### src/aufp_pkg.sv
`default_nettype none

package aufp_pkg;

	// bit widths of the stream elements
	localparam int unsigned BYTE_W   = 8;
	localparam int unsigned SAMPLE_W = 16;
	localparam int unsigned CARRY_W  = 7;
	localparam int unsigned HDR_W    = 23;

	// frame header: channel code 1, zero fields, not-compressed flag set
	localparam logic [HDR_W-1:0] HDR_VALUE = 23'h100001;

	// widest packed word: header, both samples and the flush position
	localparam int unsigned WORD_W = HDR_W + 2 * SAMPLE_W + 1;

	// byte counts per queued word
	localparam int unsigned NBYTES_W = 3;
	localparam logic [NBYTES_W-1:0] NBYTES_MID        = 3'd4;
	localparam logic [NBYTES_W-1:0] NBYTES_MID_LAST   = 3'd5;
	localparam logic [NBYTES_W-1:0] NBYTES_FIRST      = 3'd6;
	localparam logic [NBYTES_W-1:0] NBYTES_FIRST_LAST = 3'd7;

	// default depth of the queue between front and back
	localparam int unsigned QUEUE_DEPTH_DEF = 2;

	// one classified pair, left aligned, ready for serialisation
	typedef struct packed {
		logic [WORD_W-1:0]   bits;
		logic [NBYTES_W-1:0] nbytes;
		logic                last;
	} aufp_entry_t;

	// queue status seen by both sides
	typedef struct packed {
		logic full;
		logic empty;
	} aufp_qstat_t;

endpackage

`default_nettype wire

### src/aufp_front.sv
`default_nettype none

module aufp_front (
	input  wire logic                                clk,
	input  wire logic                                arst_n,
	input  wire logic                                in_valid,
	output logic                                     in_stall,
	input  wire logic signed [aufp_pkg::SAMPLE_W-1:0] left_sample,
	input  wire logic signed [aufp_pkg::SAMPLE_W-1:0] right_sample,
	input  wire logic                                last_sample,
	input  wire aufp_pkg::aufp_qstat_t               qstat,
	output logic                                     push,
	output aufp_pkg::aufp_entry_t                    push_entry
);
	import aufp_pkg::*;

	logic [CARRY_W-1:0] carry_q;
	logic               started_q;
	logic               accept;

	assign in_stall = qstat.full;
	assign accept   = in_valid && !qstat.full;
	assign push     = accept;

	// frame state: leftover bits and header-sent flag
	always_ff @(posedge clk or negedge arst_n) begin
		if (!arst_n) begin
			carry_q   <= '0;
			started_q <= 1'b0;
		end else if (accept) begin
			if (last_sample) begin
				carry_q   <= '0;
				started_q <= 1'b0;
			end else begin
				carry_q   <= right_sample[CARRY_W-1:0];
				started_q <= 1'b1;
			end
		end
	end

	// build left-aligned word with byte count for the back end
	always_comb begin
		push_entry.last = last_sample;
		if (started_q) begin
			push_entry.bits = {carry_q, left_sample, right_sample, 1'b0,
				{(WORD_W - CARRY_W - 2 * SAMPLE_W - 1){1'b0}}};
			push_entry.nbytes = last_sample ? NBYTES_MID_LAST : NBYTES_MID;
		end else begin
			push_entry.bits   = {HDR_VALUE, left_sample, right_sample, 1'b0};
			push_entry.nbytes = last_sample ? NBYTES_FIRST_LAST : NBYTES_FIRST;
		end
	end

endmodule

`default_nettype wire

### src/aufp_queue.sv
`default_nettype none

module aufp_queue #(
	parameter int unsigned DEPTH = aufp_pkg::QUEUE_DEPTH_DEF
) (
	input  wire logic                  clk,
	input  wire logic                  arst_n,
	input  wire logic                  push,
	input  wire aufp_pkg::aufp_entry_t push_entry,
	input  wire logic                  pop,
	output aufp_pkg::aufp_entry_t      head,
	output aufp_pkg::aufp_qstat_t      qstat
);
	import aufp_pkg::*;

	localparam int unsigned PTR_W = (DEPTH > 1) ? $clog2(DEPTH) : 1;
	localparam int unsigned CNT_W = $clog2(DEPTH + 1);
	localparam logic [PTR_W-1:0] PTR_LAST = PTR_W'(DEPTH - 1);
	localparam logic [CNT_W-1:0] CNT_FULL = CNT_W'(DEPTH);

	aufp_entry_t      mem_q [DEPTH];
	logic [PTR_W-1:0] wr_ptr_q;
	logic [PTR_W-1:0] rd_ptr_q;
	logic [CNT_W-1:0] count_q;

	assign qstat.full  = (count_q == CNT_FULL);
	assign qstat.empty = (count_q == '0);
	assign head        = mem_q[rd_ptr_q];

	// entry storage
	always_ff @(posedge clk) begin
		if (push) begin
			mem_q[wr_ptr_q] <= push_entry;
		end
	end

	// pointers and fill count
	always_ff @(posedge clk or negedge arst_n) begin
		if (!arst_n) begin
			wr_ptr_q <= '0;
			rd_ptr_q <= '0;
			count_q  <= '0;
		end else begin
			if (push) begin
				wr_ptr_q <= (wr_ptr_q == PTR_LAST) ? '0 : wr_ptr_q + 1'b1;
			end
			if (pop) begin
				rd_ptr_q <= (rd_ptr_q == PTR_LAST) ? '0 : rd_ptr_q + 1'b1;
			end
			if (push && !pop) begin
				count_q <= count_q + 1'b1;
			end else if (pop && !push) begin
				count_q <= count_q - 1'b1;
			end
		end
	end

	// no overflow, no underflow, count in range
	a_no_overflow: assert property (@(posedge clk) disable iff (!arst_n)
		qstat.full |-> !push || pop)
		else $error("queue written while full");
	a_no_underflow: assert property (@(posedge clk) disable iff (!arst_n)
		qstat.empty |-> !pop)
		else $error("queue read while empty");
	a_count_range: assert property (@(posedge clk) disable iff (!arst_n)
		count_q <= CNT_FULL)
		else $error("queue count out of range");

endmodule

`default_nettype wire

### src/aufp_back.sv
`default_nettype none

module aufp_back (
	input  wire logic                       clk,
	input  wire logic                       arst_n,
	input  wire aufp_pkg::aufp_entry_t      head,
	input  wire aufp_pkg::aufp_qstat_t      qstat,
	output logic                            pop,
	output logic                            out_valid,
	input  wire logic                       out_stall,
	output logic [aufp_pkg::BYTE_W-1:0]     out_byte,
	output logic                            last_byte
);
	import aufp_pkg::*;

	logic [WORD_W-1:0]   shift_q;
	logic [NBYTES_W-1:0] remaining_q;
	logic                last_q;
	logic                out_valid_q;
	logic [BYTE_W-1:0]   out_byte_q;
	logic                last_byte_q;
	logic                adv;
	logic                drained;

	// a byte moves into the output register when it is free or being taken
	assign adv     = (remaining_q != '0) && (!out_valid_q || !out_stall);
	assign drained = (remaining_q == '0) || ((remaining_q == NBYTES_W'(1)) && adv);
	assign pop     = drained && !qstat.empty;

	assign out_valid = out_valid_q;
	assign out_byte  = out_byte_q;
	assign last_byte = last_byte_q;

	// word shifter and byte count
	always_ff @(posedge clk or negedge arst_n) begin
		if (!arst_n) begin
			remaining_q <= '0;
			last_q      <= 1'b0;
		end else if (pop) begin
			remaining_q <= head.nbytes;
			last_q      <= head.last;
		end else if (adv) begin
			remaining_q <= remaining_q - 1'b1;
		end
	end

	always_ff @(posedge clk) begin
		if (pop) begin
			shift_q <= head.bits;
		end else if (adv) begin
			shift_q <= {shift_q[WORD_W-BYTE_W-1:0], {BYTE_W{1'b0}}};
		end
	end

	// output register
	always_ff @(posedge clk or negedge arst_n) begin
		if (!arst_n) begin
			out_valid_q <= 1'b0;
		end else if (adv) begin
			out_valid_q <= 1'b1;
		end else if (!out_stall) begin
			out_valid_q <= 1'b0;
		end
	end

	always_ff @(posedge clk) begin
		if (adv) begin
			out_byte_q  <= shift_q[WORD_W-1:WORD_W-BYTE_W];
			last_byte_q <= last_q && (remaining_q == NBYTES_W'(1));
		end
	end

	// loaded words carry four to seven bytes
	a_nbytes_range: assert property (@(posedge clk) disable iff (!arst_n)
		pop |-> (head.nbytes == NBYTES_MID) || (head.nbytes == NBYTES_MID_LAST) ||
			(head.nbytes == NBYTES_FIRST) || (head.nbytes == NBYTES_FIRST_LAST))
		else $error("queued word has a bad byte count");
	// final byte of a last word is flagged
	a_last_flag: assert property (@(posedge clk) disable iff (!arst_n)
		adv && last_q && (remaining_q == NBYTES_W'(1)) |=> last_byte_q && out_valid_q)
		else $error("final byte not flagged");
	// earlier bytes are never flagged
	a_no_early_last: assert property (@(posedge clk) disable iff (!arst_n)
		adv && (remaining_q > NBYTES_W'(1)) |=> !last_byte_q)
		else $error("byte flagged as last too early");

endmodule

`default_nettype wire

### src/alac_uncompressed_frame_packer_unit.sv
`default_nettype none

// Packs stereo 16-bit sample pairs into an uncompressed ALAC-style frame, one
// byte per transfer, most significant bit first. The first pair of a frame is
// preceded by the 23-bit header; the pair flagged last_sample ends with a
// zero-filled flush byte marked last_byte. A pair mid-frame gives 4 bytes, a
// first pair 6, and a last pair one more; the byte-wide output register sets
// the sustained rate. The front end takes a pair in any cycle while the queue
// (QUEUE_DEPTH words) has room, so input transfers run back to back until the
// queue fills; an accepted pair passes through the queue, the word shifter and
// the output register before its first byte appears.

module alac_uncompressed_frame_packer_unit #(
	parameter int unsigned QUEUE_DEPTH = aufp_pkg::QUEUE_DEPTH_DEF
) (
	input  wire logic                                 clk,
	input  wire logic                                 arst_n,
	input  wire logic                                 in_valid,
	output logic                                      in_stall,
	input  wire logic signed [aufp_pkg::SAMPLE_W-1:0] left_sample,
	input  wire logic signed [aufp_pkg::SAMPLE_W-1:0] right_sample,
	input  wire logic                                 last_sample,
	output logic                                      out_valid,
	input  wire logic                                 out_stall,
	output logic [aufp_pkg::BYTE_W-1:0]               out_byte,
	output logic                                      last_byte
);
	import aufp_pkg::*;

	aufp_entry_t push_entry;
	aufp_entry_t head;
	aufp_qstat_t qstat;
	logic        push;
	logic        pop;

	// classify pairs and build packed words
	aufp_front u_front (
		.clk          (clk),
		.arst_n       (arst_n),
		.in_valid     (in_valid),
		.in_stall     (in_stall),
		.left_sample  (left_sample),
		.right_sample (right_sample),
		.last_sample  (last_sample),
		.qstat        (qstat),
		.push         (push),
		.push_entry   (push_entry)
	);

	// decoupling queue
	aufp_queue #(
		.DEPTH (QUEUE_DEPTH)
	) u_queue (
		.clk        (clk),
		.arst_n     (arst_n),
		.push       (push),
		.push_entry (push_entry),
		.pop        (pop),
		.head       (head),
		.qstat      (qstat)
	);

	// serialise words into bytes
	aufp_back u_back (
		.clk       (clk),
		.arst_n    (arst_n),
		.head      (head),
		.qstat     (qstat),
		.pop       (pop),
		.out_valid (out_valid),
		.out_stall (out_stall),
		.out_byte  (out_byte),
		.last_byte (last_byte)
	);

endmodule

`default_nettype wire

### config.mk
export PLATFORM = sky130hd
export DESIGN_NAME = alac_uncompressed_frame_packer_unit
export DESIGN_NICKNAME = d
export VERILOG_FILES = /design/src/aufp_pkg.sv /design/src/aufp_front.sv /design/src/aufp_queue.sv /design/src/aufp_back.sv /design/src/alac_uncompressed_frame_packer_unit.sv
export SDC_FILE = /design/constraint.sdc
export NUM_CORES = 1
export LEC_CHECK = 0
export BUFFER_PORTS_ARGS = -buffer_cell sky130_fd_sc_hd__buf_2
export CAP_MARGIN = 20
export CORE_UTILIZATION = 44
export CTS_BUF_LIST = sky130_fd_sc_hd__clkbuf_2
export DETAILED_ROUTE_END_ITERATION = 10
export SLEW_MARGIN = 20
export SYNTH_ARGS = -nofsm -noshare
export SYNTH_HDL_FRONTEND = slang
export SYNTH_HIERARCHICAL = 1
export SYNTH_SLANG_ARGS = --single-unit
### constraint.sdc
create_clock -name clk -period 9.6 [get_ports clk]
set_clock_uncertainty 0.15 [all_clocks]
set_input_delay 0.96 -clock clk [delete_from_list [all_inputs] [get_ports clk]]
set_output_delay 0.96 -clock clk [all_outputs]
set_load 0.005 [all_outputs]
# Word-level counts from Yosys, hierarchy flattened
# Memories as Yosys holds them, arrays and structs flattened.
# Index checks and enable logic that the tools add are counted.
# word_totals
register_bits,82
ram_bits,120
in_bits,37
memories,1
# memory_table
name,depth,width,read_ports,rd_clocked_by_memory_dff,write_ports,line,text
u_queue.mem_q,2,60,1,0,1,aufp_queue.sv:21,aufp_entry_t mem_q [DEPTH];
# op_classes
eq_ne,3
addsub,5
mux,17
reduce_logical,20
# ops
cell,n
two-way mux 56 bit,2
two-way mux 59 bit,1
two-way mux 1 bit,9
logical AND 1 bit,7
two-way mux 7 bit,1
logical NOT 1 bit,6
two-way mux 3 bit,2
two-way mux 2 bit,2
nonzero test 2 bit,2
"equality test 3 x 1 -> 1 bit, second input constant",1
logical NOT 3 bit,1
nonzero test 3 bit,1
"subtractor 3 x 1 -> 3 bit, second input constant",1
"adder 1 bit, second input constant",2
"adder 2 x 1 -> 2 bit, second input constant",1
"equality test 2 bit, second input constant",1
logical NOT 2 bit,1
logical OR 1 bit,2
"!= test 2 x 1 -> 1 bit, second input constant",1
"subtractor 2 x 1 -> 2 bit, second input constant",1

# Longest topological paths before layout
# Gate-level depths: netlist (run 1).
# logic_depth
word_depth,9
ltp_mapped,11

# Hierarchy
# Netlist (run 1), hierarchy kept.
# modules_own_cells
mod,n_inst,cells_per_inst,area_each_um2
aufp_queue,1,203,4818.4
aufp_back,1,164,3173.0
aufp_front,1,94,907.1

# Least setup slack after synthesis (run 1)
# No wires, ideal clock.
# synth_path
path_type,input to register
startpoint,input out_stall
endpoint,"register u_back.shift_q[0], enable pin"
setup_ns,0.547
path_stages,3
t_arrival_ns,5.206
slack_ns,3.697
path_cell_list,and2_1 clkbuf_1 o21ai_0
# synth_between
elab_chain_cells,7
# synth_lines
item,line,text
from (decl),alac_uncompressed_frame_packer_unit.sv:24,"input wire logic out_stall,"
logical NOT 1 bit *,aufp_back.sv:26,assign adv = (remaining_q != '0) && (!out_valid_q || !out_stall);
logical OR 1 bit *,aufp_back.sv:26,
logical AND 1 bit *,aufp_back.sv:26,
logical AND 1 bit,aufp_back.sv:27,assign drained = (remaining_q == '0) || ((remaining_q == NBYTES_W'(1)) && adv);
logical OR 1 bit,aufp_back.sv:27,
logical AND 1 bit,aufp_back.sv:28,assign pop = drained && !qstat.empty;
nonzero test 2 bit (no line) *,-,
to (signal assigned),aufp_back.sv:49,shift_q <= head.bits;
to (signal assigned),aufp_back.sv:51,"shift_q <= {shift_q[WORD_W-BYTE_W-1:0], {BYTE_W{1'b0}}};"
to (decl),aufp_back.sv:16,logic [WORD_W-1:0] shift_q;
# Every way passes the cells marked *; elsewhere a longest branch is shown, timed or not.
# A chain may end at the register's enable or synchronous reset.

# Final worst setup path (run 1)
# layout_path
startpoint,register u_queue.count_q[1]
endpoint,"memory u_queue/mem_q[1][1] (netlist name), enable pin"
# layout_between
elab_chain_cells,5
# layout_lines
item,line,text
from (decl),aufp_queue.sv:24,logic [CNT_W-1:0] count_q;
from (signal assigned),aufp_queue.sv:51,count_q <= count_q + 1'b1;
from (signal assigned),aufp_queue.sv:53,count_q <= count_q - 1'b1;
equality test 2 bit,aufp_queue.sv:26,assign qstat.full = (count_q == CNT_FULL);
logical NOT 1 bit,aufp_front.sv:22,assign accept = in_valid && !qstat.full;
logical AND 1 bit,aufp_front.sv:22,
net push,alac_uncompressed_frame_packer_unit.sv:33,logic push;
two-way mux 1 bit,aufp_queue.sv:32,if (push) begin
two-way mux 1 bit (not written as such),aufp_queue.sv:33,mem_q[wr_ptr_q] <= push_entry;
to (decl),aufp_queue.sv:21,
# The timed path passes the listed nets, and every way through them passes these cells.

==> impl_metrics.tcl, run 1 <==
set metrics [dict create \
    synth_xor_area_share_pct 0.492 \
    hold_viol 0 \
    post-route-period-util_pct 29.4 \
    syn-num-nets 502 \
    layoutNonFillerInstCount 843 \
    timing.final.crit_period_ps 2820 \
    peakVddDrop_mv 0.0968 \
    crit_arrival_ps 3050 \
    wl_um 14100 \
    synth_cell_type_count 34 \
    cts_sinks 202 \
    syn_area_um2 8900 \
    fin_ws_ps 6780 \
    place_hpwl_um 8360 \
    worstHoldPathCells 0 \
    clkTransAtPathRegs_ps 100 \
    ys_seq_elements 202 \
    timing.rr.end "u_queue/mem_q[1][1]" \
    seq_area_frac_synth_pct 67.2 \
    r2r_cells 4 \
    numCtsBuffers 48 \
    wl_per_cell_um 16.8 \
    grt_pass1_wl_um 22100 \
    p_per_area_nw_per_um2 324 \
    fillers 1698 \
    p_leak_nw 3.88 \
    vias 3947 \
    regToRegSetupSlack_ps 6780 \
    end_kind "flop" \
    startpoint "u_queue/count_q[1]" \
    final_common_cell "edfxtp_1" \
    drt-pass1-iter-count 4 \
    synthAdderAreaFrac_pct 0.562 \
    syn_to_final_growth_pct 8.46 \
    ios 48 \
    gp_congestion 0.657 \
    rsz0062_at_grt "no" \
    dp_slack_ps 6290 \
    hp-class "reg -> reg" \
    syn_inst 461 \
    finalSetupViolCount 0 \
    cp-start-kind "flop" \
    antenna_found_initial 1 \
    hold_slack_ps 274 \
    cp.required_ps 9830 \
    die_w_um 144 \
    final_max_slew_viol_count 0 \
    core_area_um2 19700 \
    path_class "reg -> reg" \
    clock_path_buffers 3 \
    drive_above_1_share_pct 47.3 \
    vias_per_cell 4.68 \
    grtUsageTotal_pct 14.4 \
    grt_pass1_vias 4163 \
    tritoncts "built" \
    row_count 51 \
    power_w 0.00313 \
    start_util_pct 45.3 \
    port_buffers 47 \
    final_nets 580 \
    die_y_um 144 \
    crit_end "u_queue/mem_q[1][1]" \
    final_cell_mix "185 x edfxtp_1, 112 x mux2_4, 75 x clkbuf_2" \
    seq_area_um2 5990 \
    slew_headroom_pct 44.1 \
    drv_cap 0 \
    ant_nets 0 \
    post_cts_resized 0 \
    overflow 0 \
    synth_area_per_cell_um2 19.3 \
    die_area_um2 20800 \
    yosysWarnings 6 \
    drc_errors 0 \
    synthMuxAreaShare_pct 21.5 \
    crit_fanout 31 \
    multiInputGateArea_um2 2560 \
    r2r-start "u_queue/count_q[1]" \
    cts-root-buf "clkbuf_2" \
    dr.first_iter.drc_count 202 \
    synth_simple_gate_area_share_pct 4.92 \
    fmax_ghz 0.355 \
    worst-slew-pin-transition_ps 838 \
    synth_top_family_by_area "multiplexers" \
    grt_start_max_net_pins 57 \
    outcome "finished, final reports clean" \
    clk_latency_ps 750 \
    htree_num_levels 2 \
    dp_cells 753 \
    tns_ps 0 \
    synth_compound_area_share_pct 0.970 \
]
cell usage after synthesis, drive strengths merged:
cell type	count	share of area (%)
edfxtp	185	62
mux2	132	21
and2	31	2.2
nor2b	26	1.9
buf	23	3.8
dfrtp	17	4.8
inv	6	0.25
ha	4	0.56
nor2	4	0.17
o21ai	4	0.22
xor2	4	0.39
a211oi	3	0.25
a31oi	3	0.21
clkbuf	3	0.15
nand2b	3	0.21
conb	2	0.084
or3	2	0.14
a21bo	1	0.11
a21o	1	0.17
and2b	1	0.084
clkinv	1	0.042
mux2i	1	0.11
nand2	1	0.042
or2	1	0.098
or4	1	0.084
xnor2	1	0.098
cell families after synthesis:
group                      count (synthesis)
buffers and inverters                     33
xor gates and xnor gates                   5
other                                      2
DFF                                      202
muxes                                    133
and+or+nand+nor                           70
AOI/OAI and AO/OA                         12
adders and majority gates                  4
power by group:
part	internal (W)	switching, W	leakage [nW]
sequential	0.00142	0.000128	1.98
combinational	0.000572	0.000456	1.55
clock	0.000233	0.000319	0.349
total	0.00222	0.000902	3.88
critical path, cell delays in order, from the launching register on:
cell     delay, ps
dfrtp_1        420
nor2b_1        190
nor2b_4        390
and2_2         780
buf_4          520
cell type report:
class                      instances  area share, %
sequential                       202           62.0
multi-input combinational        226           26.5
clock buffer                      75           3.89
tap                              265           3.44
timing repair buffer              54           3.01
clock inverter                    13          0.804
inverter                           7          0.272
antenna                            1         0.0259
timing repair:
item,4_1_cts,5_1_grt
setup buffers,0,0
hold buffers,1,0
setup endpoints to repair,0,0
endpoints found under the hold margin,17,0
layer usage:
layer / vias up / global-route usage (%) / wire [um]
li1: 1917 / - / -
met3: 19 / 4.24 / 638
met5: - / 0 / 0
met4: 0 / 5.87 / 185
met1: 1937 / 18.1 / 6390
met2: 74 / 23.2 / 6930
worst min-delay path by stage:
| stage | startpoint | endpoint | slack (ps) |
|---|---|---|---|
| 6_report | u_back/shift_q[52] | u_back/out_byte[4] | 270 |
| 3_5_place_dp | u_back/shift_q[52] | u_back/out_byte[4] | 250 |
| 3_3_place_gp | u_back/shift_q[53] | u_back/out_byte[5] | 250 |
| 5_1_grt | u_back/shift_q[52] | u_back/out_byte[4] | 270 |
| 2_1_floorplan | u_back/shift_q[48] | u_back/out_byte[0] | 250 |
| 4_1_cts | left_sample[0] | u_queue/mem_q[1][37] | 260 |
registers in the layout, summed over array words and instances (netlist names):
register and count:
u_queue/mem_q 120, u_back/shift_q 56, u_back/out_byte 8, u_front/carry_q 7, u_back/remaining_q 3, u_queue/count_q 2, u_back/last_byte 1, u_back/last_q 1
u_back/out_valid 1, u_front/started_q 1, u_queue/rd_ptr_q 1, u_queue/wr_ptr_q 1
stage by stage:
| stage | utilization (%) | area [um2] |
|---|---|---|
| finish | 49.1 | 9650 |
| global route | 49.1 | 9650 |
| CTS | 49.1 | 9650 |
| detailed placement | 46.7 | 9190 |
| global placement | 46.7 | 9190 |
| floorplan | - | 8900 |
Note: power is estimated with default switching activity, not from simulation.
==> run 2, diff against run 1 <==
clock period = 2.94 ns   (was 9.6 ns; I/O delays follow)
==> run 2 against run 1 <==
Cell area is 5.4% higher. Critical endpoint is now u_queue/mem_q[1][29]. Critical path type unchanged. Combinational power rose to 3.5 times the previous value. Non-clock buffer count increased by 48. Sequential share of layout area fell by 3.2 points. Sequential cell count unchanged. Worst hold slack got worse by 5.5 ps. Maximum frequency grew 22%. Total power grew to 3.3 times the previous value. Sequential power increased to 3.3 times the previous value. Routed wire length rose by 5.5%. Via count grew 7.7%. Core utilization increased by 2.6 points.
==> impl_metrics.tcl, run 2 (synthesized netlist as in run 1, its figures left out) <==
set metrics [dict create \
    die_area_um2 20800 \
    critPathMaxStageDelay_ps 670 \
    dr.first_iter.drc_count 220 \
    timing.final.crit_period_ps 2300 \
    fillers 1692 \
    hp-class "in -> reg" \
    hold_viol 0 \
    top_register "u_queue/mem_q" \
    path_cells "buf_12 -> mux2_2 -> dlygate4sd3_1" \
    drv_cap 0 \
    die_w_um 144 \
    final_nets 630 \
    tritoncts "built" \
    wl_um 14900 \
    drive_above_1_share_pct 44.2 \
    start_util_pct 45.3 \
    drc_errors 0 \
    p_per_area_nw_per_um2 1020 \
    clkTransAtPathRegs_ps 90 \
    grtUsageTotal_pct 15.2 \
    post_cts_resized 0 \
    outcome "finished, final reports clean" \
    clk_latency_ps 740 \
    seq_area_um2 5990 \
    crit_family "buffers and inverters" \
    worst-slew-pin-transition_ps 905 \
    finalSetupViolCount 0 \
    gp_congestion 0.710 \
    r2r-start "u_front/started_q" \
    row_count 51 \
    final_common_cell "edfxtp_1" \
    place_hpwl_um 8810 \
    startpoint "u_front/started_q" \
    core_area_um2 19700 \
    vias_per_cell 4.76 \
    largest_reg_flops 120 \
    slew_headroom_pct 39.5 \
    hold_slack_ps 269 \
    die_y_um 144 \
    clock_path_buffers 3 \
    cp.required_ps 3260 \
    htree_num_levels 2 \
    final_max_slew_viol_count 0 \
    grt_start_max_net_pins 61 \
    cts-root-buf "clkbuf_2" \
    vias 4250 \
    antenna_found_initial 1 \
    post-route-period-util_pct 78.3 \
    path_class "reg -> reg" \
    overflow 0 \
    cp_slowest_cell "dfrtp_2" \
    hold_path.startpoint "left_sample[12]" \
    fin_ws_ps 638 \
    ant_nets 0 \
    grt_pass1_vias 4589 \
    port_buffers 47 \
    fmax_ghz 0.434 \
    cts_sinks 202 \
    cts_setup_buffers 0 \
    multiInputGateArea_um2 2560 \
    rsz0062_at_grt "no" \
    final_core_util_pct 51.8 \
    wl_per_cell_um 16.7 \
    tns_ps 0 \
    syn_to_final_growth_pct 14.3 \
    dp_slack_ps 692 \
    peakVddDrop_mv 0.382 \
    final_cell_mix "185 x edfxtp_1, 112 x mux2_4, 76 x clkbuf_2" \
    end_kind "flop" \
    crit_fanout 36 \
    cp-start-kind "flop" \
    drt-pass1-iter-count 4 \
    ios 48 \
    crit_buf_inv 2 \
    crit_arrival_ps 2620 \
    grt_pass1_wl_um 23500 \
    numCtsBuffers 50 \
    p_leak_nw 4.10 \
]
-- run 2: changes by cell type in the layout (fill, tap and decap cells not counted), sizes merged --
cell	before	now
buf	53	58
bufinv	1	0
clkbuf	75	76
clkinv	13	14
dlygate4sd3	1	44
-- run 2: where the power goes --
| part | switching, W | total (W) | internal [W] |
|---|---|---|---|
| Clock | 0.00105 | 0.00173 | 0.000680 |
| Combinational | 0.00152 | 0.00358 | 0.00206 |
| Sequential | 0.000450 | 0.00508 | 0.00463 |
-- run 2: timing repair --
action | CTS | global route
endpoints found under the hold margin | 130 | 0
hold buffers | 44 | 0
setup endpoints to repair | 0 | 0
-- run 2: worst paths after layout --
path / to / slack (ps) / cells past startpoint
max: u_queue/mem_q[1][29] / 640 / 3
min: u_queue/mem_q[1][49] / 270 / 3
max reg2reg: u_queue/mem_q[1][29] / 640 / 3
min reg2reg: u_back/out_byte[5] / 280 / 0
max in group asynchronous: u_queue/rd_ptr_q / 1390 / 3
min in group asynchronous: u_front/carry_q[3] / 590 / 3
-- run 2: metrics by stage --
stage / total power (W) / cells / instance area, um2
after floorplan: 0.00815 / 461 / 8910
after global placement: 0.00858 / 758 / 9300
after detailed placement: 0.00871 / 758 / 9300
after CTS: 0.0105 / 891 / 10200
after global routing: 0.0110 / 892 / 10200
final: 0.0104 / 892 / 10200
-- run 2: layout make-up --
| class | count | area share [%] |
|---|---|---|
| clock buffers | 76 | 3.74 |
| multi-input cells | 226 | 25.2 |
| inverters | 7 | 0.258 |
| flip-flops and latches | 202 | 58.8 |
| diodes | 1 | 0.0246 |
| repair buffers | 102 | 8.19 |
| clock inverters | 13 | 0.492 |
| well taps | 265 | 3.26 |
-- run 2: tightest hold or removal path, stage by stage --
cell           delay [ps]
dlygate4sd3_1         520
buf_2                 100
and2_1                130
-- run 2: metal layers --
layer / track usage, % / share of wire (%) / up-vias
met4: 6.04 / 2.0 / 0
met2: 25.7 / 50 / 77
li1: - / - / 2014
met1: 18.3 / 44 / 2131
met3: 4.40 / 3.9 / 28
met5: 0 / 0 / -
==> run 3, diff against run 2 <==
clock period = 2.17 ns   (was 2.94 ns; I/O delays follow)
==> run 3 against run 2 <==
Sequential share of layout area fell by 1.4 points. Global-route usage rose by 0.10 points. First-iteration DRC count fell by 13%. Sequential power rose by 33%. Setup slack got worse by 580 ps. Non-clock buffer count rose by 16. Critical path depth rose by 4. Critical path type unchanged. Largest cell class unchanged. Largest power group unchanged.
==> impl_metrics.tcl, run 3 (synthesized netlist as in run 1, its figures left out) <==
set metrics [dict create \
    die_area_um2 20800 \
    layoutNonFillerInstCount 914 \
    r2r_cells 7 \
    drt-pass1-iter-count 4 \
    ios 48 \
    top_register "u_queue/mem_q" \
    grt_start_max_net_pins 61 \
    final_max_slew_viol_count 0 \
    htree_num_levels 2 \
    cp-start-kind "flop" \
    hp-class "in -> reg" \
    p_per_area_nw_per_um2 1400 \
    clkTransAtPathRegs_ps 100 \
    clk_latency_ps 740 \
    outcome "finished, final reports clean" \
    tritoncts "built" \
    die_y_um 144 \
    grt_pass1_vias 4488 \
    crit_family "compound AO/OA/AOI/OAI gates" \
    numCtsBuffers 51 \
    place_hpwl_um 9110 \
    fmax_ghz 0.474 \
    crit_fanout 19 \
    critPathMaxStageDelay_ps 400 \
    gp_congestion 0.668 \
    path_class "reg -> reg" \
    hold_slack_ps 186 \
    placed_area_um2 9450 \
    cts_sinks 202 \
    port_buffers 47 \
    start_util_pct 45.3 \
    cp_slowest_cell "dfrtp_1" \
    final_nets 647 \
    antenna_found_initial 1 \
    wl_um 15200 \
    post-route-period-util_pct 97.1 \
    slew_headroom_pct 36.0 \
    finalSetupViolCount 0 \
    drive_above_1_share_pct 46.3 \
    worstHoldPathCells 3 \
    drv_cap 0 \
    hold_viol 0 \
    die_w_um 144 \
    final_common_cell "edfxtp_1" \
    wl_per_cell_um 16.6 \
    core_area_um2 19700 \
    ant_nets 0 \
    row_count 51 \
    p_leak_nw 4.22 \
    crit_arrival_ps 2400 \
    worst-slew-pin-transition_ps 956 \
    crit_buf_inv 3 \
    path_cells "inv_2 -> ha_1 -> a21bo_2 -> a21o_4 -> buf_4 -> o21ai_4 -> buf_12" \
    final_cell_mix "185 x edfxtp_1, 112 x mux2_4, 81 x clkbuf_2" \
    grtUsageTotal_pct 15.3 \
    tns_ps 0 \
    syn_to_final_growth_pct 17.0 \
    grt_pass1_wl_um 23600 \
    cp.required_ps 2460 \
    cts-root-buf "clkbuf_2" \
    dr.first_iter.drc_count 192 \
    vias_per_cell 4.71 \
    end_kind "flop" \
    clock_path_buffers 3 \
    largest_reg_flops 120 \
    vias 4309 \
    drc_errors 0 \
    overflow 0 \
    cp_num_cells 7 \
    dp_cells 766 \
    final_area_um2 10400 \
    peakVddDrop_mv 0.489 \
    power_w 0.0146 \
    timing.final.crit_period_ps 2110 \
]
-- run 3: cell types whose count changed in the layout (fill, tap and decap cells not counted), moves of 2 or more --
cell	previous run	this run
buf_4	5	13
buf_12	6	12
clkbuf_2	76	81
clkinv_1	13	15
dlygate4sd3_1	44	46
-- run 3: timing repair --
| item | in CTS | in global routing |
|---|---|---|
| gates resized for setup | 0 | 1 |
| buffers inserted | 0 | 6 |
| hold endpoints to repair | 136 | 0 |
| endpoints found under the setup margin | 0 | 10 |
| hold buffers | 46 | 0 |
-- run 3: cell type report --
class,instances,area [um2]
Timing Repair Buffer,118,1030
Antenna cell,1,2.50
Clock buffer,81,405
Inverter,7,26.3
Fill cell,1666,9240
Multi-Input combinational cell,226,2580
Sequential cell,202,5990
Clock inverter,14,52.6
Tap cell,265,332
-- run 3: worst paths after layout --
check	start	endpoint	slack, ps
max in group asynchronous	arst_n	u_queue/rd_ptr_q	610
max	u_back/remaining_q[1]	u_back/shift_q[26]	60
min	left_sample[5]	u_queue/mem_q[1][42]	190
max reg2reg	u_back/remaining_q[1]	u_back/shift_q[26]	60
min reg2reg	u_back/shift_q[49]	u_back/out_byte[1]	270
min in group asynchronous	arst_n	u_queue/wr_ptr_q	560
-- run 3: where the power goes --
group / internal, W / switching (W) / total, W
sequential: 0.00626 / 0.000485 / 0.00675
combinational: 0.00311 / 0.00226 / 0.00537
clock: 0.000979 / 0.00146 / 0.00244
-- run 3: routing by layer --
| metal | track usage [%] | wire length [um] | up-vias |
|---|---|---|---|
| li1 | - | - | 2051 |
| met1 | 18.9 | 6900 | 2157 |
| met2 | 25.4 | 7490 | 77 |
| met3 | 4.14 | 555 | 24 |
| met4 | 6.43 | 263 | 0 |
| met5 | 0 | 0 | - |
-- run 3: through the flow --
stage / util, % / worst slack, ps
6_report: 53.0 / 62.1
5_1_grt: 53.0 / -7.76
4_1_cts: 52.7 / 24.0
3_5_place_dp: 48.1 / 74.4
3_3_place_gp: 48.1 / 128
2_1_floorplan: - / -150
-- run 3: worst reg2reg max path: stages (launching register included) --
cell,delay [ps]
dfrtp_1,400
inv_2,80
ha_1,150
a21bo_2,260
a21o_4,270
buf_4,160
o21ai_4,120
buf_12,220
